===== src/depq_pkg.sv =====
package depq_pkg;

  localparam int CAPACITY = 1024;
  localparam int KEY_BITS = 24;
  localparam int CLIENT_W = 24;
  localparam int IDX_W    = $clog2(CAPACITY);
  localparam int CNT_W    = $clog2(CAPACITY + 1);
  localparam int ENT_W    = KEY_BITS + CLIENT_W;

  // operation codes
  localparam logic [1:0] KIND_INS    = 2'd0;
  localparam logic [1:0] KIND_POP_HI = 2'd1;
  localparam logic [1:0] KIND_POP_LO = 2'd2;

  // status codes
  localparam logic [1:0] ST_OK    = 2'd0;
  localparam logic [1:0] ST_DUP   = 2'd1;
  localparam logic [1:0] ST_EMPTY = 2'd2;
  localparam logic [1:0] ST_FULL  = 2'd3;

  typedef enum logic [2:0] {
    RD_MID,
    RD_LO,
    RD_PREV,
    RD_TOP,
    RD_HEAD
  } rd_src_t;

  typedef struct packed {
    logic       load;
    logic       rd;
    rd_src_t    rd_src;
    logic       step;
    logic       shf_init;
    logic       shf_wr;
    logic       ins;
    logic       pop_hi;
    logic       pop_lo;
    logic       res;
    logic [1:0] res_status;
    logic       res_use;
  } cmd_t;

  typedef struct packed {
    logic cnt_zero;
    logic full;
    logic srch_done;
    logic dup;
    logic shf_done;
  } stat_t;

endpackage


===== src/depq_ctrl.sv =====
module depq_ctrl (
  input  logic            clk,
  input  logic            rst_n,
  input  logic            in_valid,
  output logic            in_ready,
  input  logic [1:0]      in_kind,
  output logic            out_valid,
  input  logic            out_ready,
  input  depq_pkg::stat_t stat,
  output depq_pkg::cmd_t  cmd
);
  import depq_pkg::*;

  typedef enum logic [10:0] {
    IDLE  = 11'b000_0000_0001,
    S_RD  = 11'b000_0000_0010,
    S_CMP = 11'b000_0000_0100,
    C_RD  = 11'b000_0000_1000,
    C_CMP = 11'b000_0001_0000,
    H_RD  = 11'b000_0010_0000,
    H_WR  = 11'b000_0100_0000,
    INS   = 11'b000_1000_0000,
    PH    = 11'b001_0000_0000,
    PL    = 11'b010_0000_0000,
    FIN   = 11'b100_0000_0000
  } state_t;

  state_t     state_r, state_nxt;
  logic [1:0] st_r, st_nxt;
  logic       use_r, use_nxt;
  logic       out_valid_r, out_valid_nxt;
  logic       out_free;

  assign in_ready  = (state_r == IDLE);
  assign out_valid = out_valid_r;
  assign out_free  = !out_valid_r || out_ready;

  // sequence one request at a time
  always_comb begin
    state_nxt = state_r;
    st_nxt    = st_r;
    use_nxt   = use_r;
    cmd       = '0;
    cmd.rd_src = RD_HEAD;
    unique case (state_r)
      IDLE: begin
        if (in_valid) begin
          cmd.load = 1'b1;
          use_nxt  = 1'b0;
          st_nxt   = ST_OK;
          priority case (in_kind)
            KIND_INS:    state_nxt = S_RD;
            KIND_POP_HI: begin
              if (stat.cnt_zero) begin
                st_nxt = ST_EMPTY;
                state_nxt = FIN;
              end else state_nxt = PH;
            end
            KIND_POP_LO: begin
              if (stat.cnt_zero) begin
                st_nxt = ST_EMPTY;
                state_nxt = FIN;
              end else state_nxt = PL;
            end
            default:     state_nxt = FIN;
          endcase
        end
      end
      S_RD: begin
        if (stat.srch_done) state_nxt = C_RD;
        else begin
          cmd.rd     = 1'b1;
          cmd.rd_src = RD_MID;
          state_nxt  = S_CMP;
        end
      end
      S_CMP: begin
        cmd.step  = 1'b1;
        state_nxt = S_RD;
      end
      C_RD: begin
        cmd.rd     = 1'b1;
        cmd.rd_src = RD_LO;
        state_nxt  = C_CMP;
      end
      C_CMP: begin
        cmd.shf_init = 1'b1;
        if (stat.dup) begin
          st_nxt    = ST_DUP;
          state_nxt = FIN;
        end else if (stat.full) begin
          st_nxt    = ST_FULL;
          state_nxt = FIN;
        end else state_nxt = H_RD;
      end
      H_RD: begin
        if (stat.shf_done) state_nxt = INS;
        else begin
          cmd.rd     = 1'b1;
          cmd.rd_src = RD_PREV;
          state_nxt  = H_WR;
        end
      end
      H_WR: begin
        cmd.shf_wr = 1'b1;
        state_nxt  = H_RD;
      end
      INS: begin
        cmd.ins   = 1'b1;
        state_nxt = FIN;
      end
      PH: begin
        cmd.rd     = 1'b1;
        cmd.rd_src = RD_TOP;
        cmd.pop_hi = 1'b1;
        use_nxt    = 1'b1;
        state_nxt  = FIN;
      end
      PL: begin
        cmd.rd     = 1'b1;
        cmd.rd_src = RD_HEAD;
        cmd.pop_lo = 1'b1;
        use_nxt    = 1'b1;
        state_nxt  = FIN;
      end
      FIN: begin
        if (out_free) begin
          cmd.res        = 1'b1;
          cmd.res_status = st_r;
          cmd.res_use    = use_r;
          state_nxt      = IDLE;
        end
      end
      default: state_nxt = IDLE;
    endcase
  end

  // hold result valid until taken
  always_comb begin
    out_valid_nxt = out_valid_r;
    if (cmd.res) out_valid_nxt = 1'b1;
    else if (out_ready) out_valid_nxt = 1'b0;
  end

  always_ff @(posedge clk) begin
    if (!rst_n) begin
      state_r     <= IDLE;
      out_valid_r <= 1'b0;
      st_r        <= ST_OK;
      use_r       <= 1'b0;
    end else begin
      state_r     <= state_nxt;
      out_valid_r <= out_valid_nxt;
      st_r        <= st_nxt;
      use_r       <= use_nxt;
    end
  end

endmodule


===== config.mk =====
export PLATFORM = sky130hd
export DESIGN_NAME = depq_ctrl
export DESIGN_NICKNAME = d
export VERILOG_FILES = /design/src/depq_pkg.sv /design/src/depq_ctrl.sv
export SDC_FILE = /design/constraint.sdc
export NUM_CORES = 1
export LEC_CHECK = 0
export ABC_AREA = 0
export BUFFER_PORTS_ARGS = -buffer_cell sky130_fd_sc_hd__buf_2
export CAP_MARGIN = 30
export CORE_ASPECT_RATIO = 1.2
export CORE_MARGIN = 3
export CORE_UTILIZATION = 55
export DETAILED_ROUTE_END_ITERATION = 16
export PLACE_DENSITY = 0.86
export SETUP_SLACK_MARGIN = 0.15
export SKIP_CTS_REPAIR_TIMING = 1
export SYNTH_ARGS = -nofsm -noshare
export SYNTH_HDL_FRONTEND = slang
export SYNTH_SLANG_ARGS = --single-unit

===== constraint.sdc =====
create_clock -name clk -period 3.6 [get_ports clk]
set_input_delay 0.36 -clock clk [delete_from_list [all_inputs] [get_ports clk]]
set_output_delay 0.36 -clock clk [all_outputs]
set_load 0.02 [all_outputs]

==> run metrics, run 1 <==
post-synthesis cell type count 41; Setup violations, final 0; number of global-route vias before repair 915; CTS tree built; Fin Setup TNS 0 ps; layout cells sized above 1 0.2418; clock group share of total power 0.114; Synth Warn # 0; Mean Syn Cell Area around 7.8 µm²; DR top layer met4; crit path cell chain or4_1, or4_1, o21ai_0, nand3_1, o21ai_0, buf_2; Critical Path AT ~2400 ps; worst-margin pin slew between 500 and 600 ps; Sw Ratio 0.4879; Achievable Freq between 300 and 400 MHz; CTS clk-pin slew, worst paths 100 ps; status completed; min Tclk post-route 2793 ps; Mapped Cells 130; Clock Sink Count 15; Die Ht 53.03 µm; routed len/inst 14.67 µm; Rows 16; worst min path class input port to register; DRT iter0 DRCs 30; Crit path buffers/inverters 1; Final Max Tran Viols 0; RSZ-0062 raised after global routing no; critical path required time 3240 ps; die area 2396 µm²; Residual DRC 0; Crit Path Max Fanout 7; leakage 0.0005502 µW; Flop pwr share 0.304; Power Density slightly below 800 nW/µm²; leading area contributor after synthesis dfxtp_1; Port Buf Inserts 27; remaining global-route overflow 0; Clock Latency Late Sink 290 ps; via/cell ratio 6.076; sequential share of the synthesized area 0.2963; top post-synthesis cells by count 15 x dfxtp_1, 14 x nor2_1, 12 x a21oi_1; fraction of registers with async set/reset 0; clk_skew between 6 and 7 ps; Synthesized Nets 145; Crit-path slowest cell or4_1; first-pass GRT wire length 3939 µm; clk root buf clkbuf_4; MaxCap Viol Count 0; num ports 28; initial antenna violation count 0; nets 169; Setup crit start kind register; pre-CTS setup slack 1169 ps; count leader, synth dfxtp_1; initial core utilization 0.6027; combinational fraction of design power 0.582; Die Width between 40 and 50 µm; DP Wirelength 2011 µm; drt total wl between 2000 and 3000 µm; DR vias ~1000; delay-heaviest family, CP simple AND/OR/NAND/NOR gates; Routability Congestion between 0.9 and 1; Peak supply drop 0.4966 mV; Worst Slack Setup Final 806.9 ps; Sw Pwr 433.3 µW; Met2 Wirelength 1201 µm; Setup CP Type register to output port; synth top area cells dfxtp_1 30%, a21oi_1 5.9%, nor2_1 5.2%; Int Power 454.8 µW; clock buffer depth 2; total core area approximately 1700 µm²; dominant synthesized flop cell dfxtp_1; Post-synth EDFFs 0; All-Layer GR Usage 0.2230; Final Power 888.1 µW; Final Hold Viols 0; Metal-1 WL 1102 µm; Layout Area Growth over Synthesis 13.70%; crit end category output port; Slew Limit Headroom 0.6199; Yosys reg bits 15; mapped cell area between 1000 and 1500 µm²; met3 WL post-DR 131 µm; htree depth 1; DRT Pass-1 Iters 4; CP peak stage delay 640 ps; largest net degree at the start of global routing 10; Antenna diodes 0; area share of the largest cell type after synthesis 0.2963; Final ANT Viol Nets 0; Tcrit/Tclk final 0.7759; CTS Buf Count 3
-- per-layer routing --
layer  track usage  vias up
met4        0.1171        0
li1              -      516
met1        0.2778      477
met5             0        -
met2        0.3703       38
met3       0.02041        8
-- registers in the layout (all words and copies together), names as in the netlist --
register / flops
use_r: 1
out_valid: 1
st_r: 2
state_r: 11
-- cell type report --
class | count | area, µm²
tap | 18 | 22.52
sequential | 15 | 300.3
fill | 153 | 529.3
inverter | 7 | 26.28
multi-input combinational | 100 | 641.9
clock buffer | 4 | 26.28
timing repair buffer | 27 | 135.1
-- placed cells by master (no fill, tap or decap), types with 3 or more instances in the layout --
cell type,n
nor2b_1,4
o21ai_0,6
inv_1,7
nand2_1,5
nor2_1,14
dfxtp_1,15
clkbuf_4,3
a21oi_1,12
ha_1,4
nand2b_1,5
and2_1,4
or4_1,3
or3_1,3
nor4_1,7
buf_2,27
-- stage by stage --
step | hold WS (ps) | cell area [µm²] | cells | utilization
after floorplan | 427.3 | 1013 | 130 | -
after global placement | 437.8 | 1126 | 167 | 0.6696
after detailed placement | 452.3 | 1126 | 167 | 0.6696
after CTS | 371.2 | 1152 | 171 | 0.6853
after global routing | 395.3 | 1152 | 171 | 0.6853
final | 367.1 | 1152 | 171 | 0.6853
-- final timing paths --
kind,from,to,slack [ps],depth (start not counted)
hold reg to reg,st_r[1]$_SDFFE_PN0P_,st_r[1]$_SDFFE_PN0P_,460,2
setup / recovery,state_r[4]$_SDFFE_PN0P_,cmd[13],810,6
setup reg to reg,state_r[1]$_SDFFE_PN0P_,st_r[1]$_SDFFE_PN0P_,1300,5
hold / removal,stat[2],state_r[3]$_SDFFE_PN0P_,370,3
-- worst min-delay path, delay by kind of cell --
family	cells	cell delay, ps
compound gates	1	60
simple gates	1	80
buf+inv	1	100
-- power groups by stage --
stage	combinational, µW	clock [µW]	sequential (µW)
6_report	517	101	270
5_1_grt	563	103	279
4_1_cts	513	99.2	269
3_5_place_dp	508	0	273
3_3_place_gp	506	0	267
2_1_floorplan	425	0	240
-- cells by family after synthesis --
family / count (synthesis) / synth area share
AOI/OAI and AO/OA: 28 / 0.1667
adders and majority gates: 4 / 0.04938
DFF: 15 / 0.2963
and+or+nand+nor: 65 / 0.3914
xor gates and xnor gates: 3 / 0.02593
buffers and inverters: 15 / 0.07037
Note: power is estimated with default switching activity, not from simulation.
==> run 2, diff against run 1 <==
Settings changed: CORE_UTILIZATION 55 to 51, PLACE_DENSITY 0.86 to 0.81.
Clock period 3.6 ns to 2.6 ns, I/O delays scaled along.
==> run 2 against run 1 <==
Net effect:
- wire length rose by 9.2%
- combinational power rose by 57%
- global-route usage fell by 0.42 points
- non-clock buffer count rose by 3
- clock power rose by 33%
- critical path type unchanged
==> run metrics, run 2 (synthesized netlist as in run 1, its figures left out) <==
Layout Utilization 0.6613 (was 0.6853); Power Density 1093 nW/µm² (was 770.7 nW/µm²); DR vias 1113 (was 1039); number of global-route vias before repair 935 (was 915); clk root buf clkbuf_4 (unchanged); reg-to-reg startpoint state_r[1]$_SDFFE_PN0P_ (unchanged); num ports 28 (unchanged); Routability Congestion 0.9043 (was 0.9397); Worst R2R Path Depth 6 (was 5); Setup crit start kind register (unchanged); remaining global-route overflow 0 (unchanged); CTS Buf Count 3 (unchanged); RSZ-0062 raised after global routing yes (was no); WHS Path Cells 3 (unchanged); biggest regs state_r (11), st_r (2) (unchanged); commonest non-fill, non-tap cell in the layout buf_2 (unchanged); Tcrit/Tclk final 0.9492; clk_skew 1.902 ps (was 6.324 ps); Port Buf Inserts 27 (unchanged); total core area 1851 µm² (was 1682 µm²); CTS clk-pin slew, worst paths 80 ps (was 100 ps); Residual DRC 0 (unchanged); Final ANT Viol Nets 0 (unchanged); crit end category output port (unchanged); Crit path buffers/inverters 1 (unchanged); Critical Path AT 2210 ps (was 2430 ps); leakage 0.0005715 µW (was 0.0005502 µW); MaxCap Viol Count 0 (unchanged); crit path cell chain or4_4, or4_4, o21ai_2, nand3_2, o21ai_2, buf_6 (was or4_1, or4_1, o21ai_0, nand3_1, o21ai_0, buf_2); CTS tree built (unchanged); Largest Register state_r (unchanged); Design Area, Final 1224 µm² (was 1152 µm²); Hold Path Sink state_r[2]$_SDFFE_PN0P_ (was state_r[3]$_SDFFE_PN0P_); min Tclk post-route roughly 2500 ps; largest net degree at the start of global routing 10 (unchanged); via/cell ratio 6.360 (was 6.076); Final Max Tran Viols 0 (unchanged); nets 172 (was 169); Worst Slack Setup Final 132.1 ps (was 806.9 ps); max reg flops 11 (unchanged); r2r setup slk 220 ps (was 1300 ps); status completed (unchanged); Clock Sink Count 15 (unchanged); Slew Limit Headroom 0.6216 (was 0.6199); DRT iter0 DRCs 39 (was 30); pre-CTS setup slack 287.3 ps (was 1169 ps); Placed Area 1131 µm² (was 1126 µm²); DP Wirelength 2046 µm (was 2011 µm); Crit Path Max Fanout 6 (was 7); routed len/inst 15.65 µm (was 14.67 µm); Peak supply drop 0.7832 mV (was 0.4966 mV); Setup CP Type register to output port (unchanged); Achievable Freq 405.2 MHz; first-pass GRT wire length 4029 µm (was 3939 µm); Layout Area Growth over Synthesis 20.74% (was 13.70%); layout cells sized above 1 0.3462 (was 0.2418); htree depth 1 (unchanged); initial antenna violation count 0 (unchanged); Die Ht 54.83 µm (was 53.03 µm); worst min path class input port to register (unchanged); Die Width 46.70 µm (was 45.19 µm); CP peak stage delay 560 ps (was 640 ps); hold_sp stat[2] (unchanged); Antenna diodes 0 (unchanged); worst-margin pin slew 562.4 ps (was 565.0 ps); Final Hold Viols 0 (unchanged); delay-heaviest family, CP simple AND/OR/NAND/NOR gates (unchanged); Critical R2R Capture st_r[1]$_SDFFE_PN0P_ (unchanged); Clock Latency Late Sink 280 ps (was 290 ps); DRT Pass-1 Iters 4 (unchanged); Crit-path slowest cell or4_4 (was or4_1); clock buffer depth 2 (unchanged); Rows 17 (was 16); critical path required time 2340 ps (was 3240 ps); drt total wl 2738 µm (was 2508 µm); Setup violations, final 0 (unchanged); most frequent cells in the layout 26 x buf_2, 14 x nor2_1, 12 x a21oi_1, 9 x dfxtp_1 (was 27 x buf_2, 15 x dfxtp_1, 14 x nor2_1, 12 x a21oi_1); All-Layer GR Usage 0.2188 (was 0.2230); Crit. Startpoint state_r[1]$_SDFFE_PN0P_ (was state_r[4]$_SDFFE_PN0P_); initial core utilization 0.5477 (was 0.6027); die area 2560 µm² (was 2396 µm²); WP depth 6 (unchanged)
run 2: cell types whose count changed in the layout (fill, tap and decap cells not counted), moves of 2 or more:
cell | before | now
dfxtp_1 | 15 | 9
dfxtp_2 | 0 | 5
buf_4 | 0 | 3
o21ai_0 | 6 | 4
o21ai_2 | 0 | 2
or4_1 | 3 | 1
or4_4 | 1 | 3
run 2: per-layer routing:
metal	share of wire	GRT usage
met5	0	0
met4	0.031	0.1060
met3	0.070	0.03618
met2	0.49	0.3761
met1	0.40	0.2583
run 2: final cells by class:
| cell class | instances | area, µm² |
|---|---|---|
| Inverter | 7 | 26.28 |
| Multi-Input combinational cell | 100 | 673.1 |
| Fill cell | 168 | 626.9 |
| Clock buffer | 4 | 26.28 |
| Sequential cell | 15 | 310.3 |
| Tap cell | 19 | 23.77 |
| Timing Repair Buffer | 30 | 163.9 |
run 2: worst max-delay path by stage:
stage	to	slack [ps]
detailed placement	cmd[13]	290
global route	cmd[13]	90
finish	cmd[13]	130
floorplan	state_r[1]$_SDFFE_PN0P_	210
CTS	cmd[13]	-30
global placement	cmd[13]	330
run 2: power breakdown:
part	total [µW]	internal, µW	leakage (µW)	switching (µW)
sequential	392	299	0.000124	93.4
combinational	811	342	0.000432	470
clock	134	59.7	0.0000150	74.2
run 2: metrics by stage:
stage | total power (µW) | hold slack (ps) | TNS, ps | instances
after floorplan | 925.3 | 409.4 | 0 | 130
after global placement | 1073 | 446.5 | 0 | 168
after detailed placement | 1086 | 449.4 | 0 | 168
after CTS | 1222 | 272.8 | -33.41 | 172
after global routing | 1422 | 280.4 | 0 | 175
final | 1337 | 273.6 | 0 | 175
run 2: worst min-delay path, cell delays in order:
cell      delay, ps
buf_2            80
nand4b_1        110
a21oi_1          60
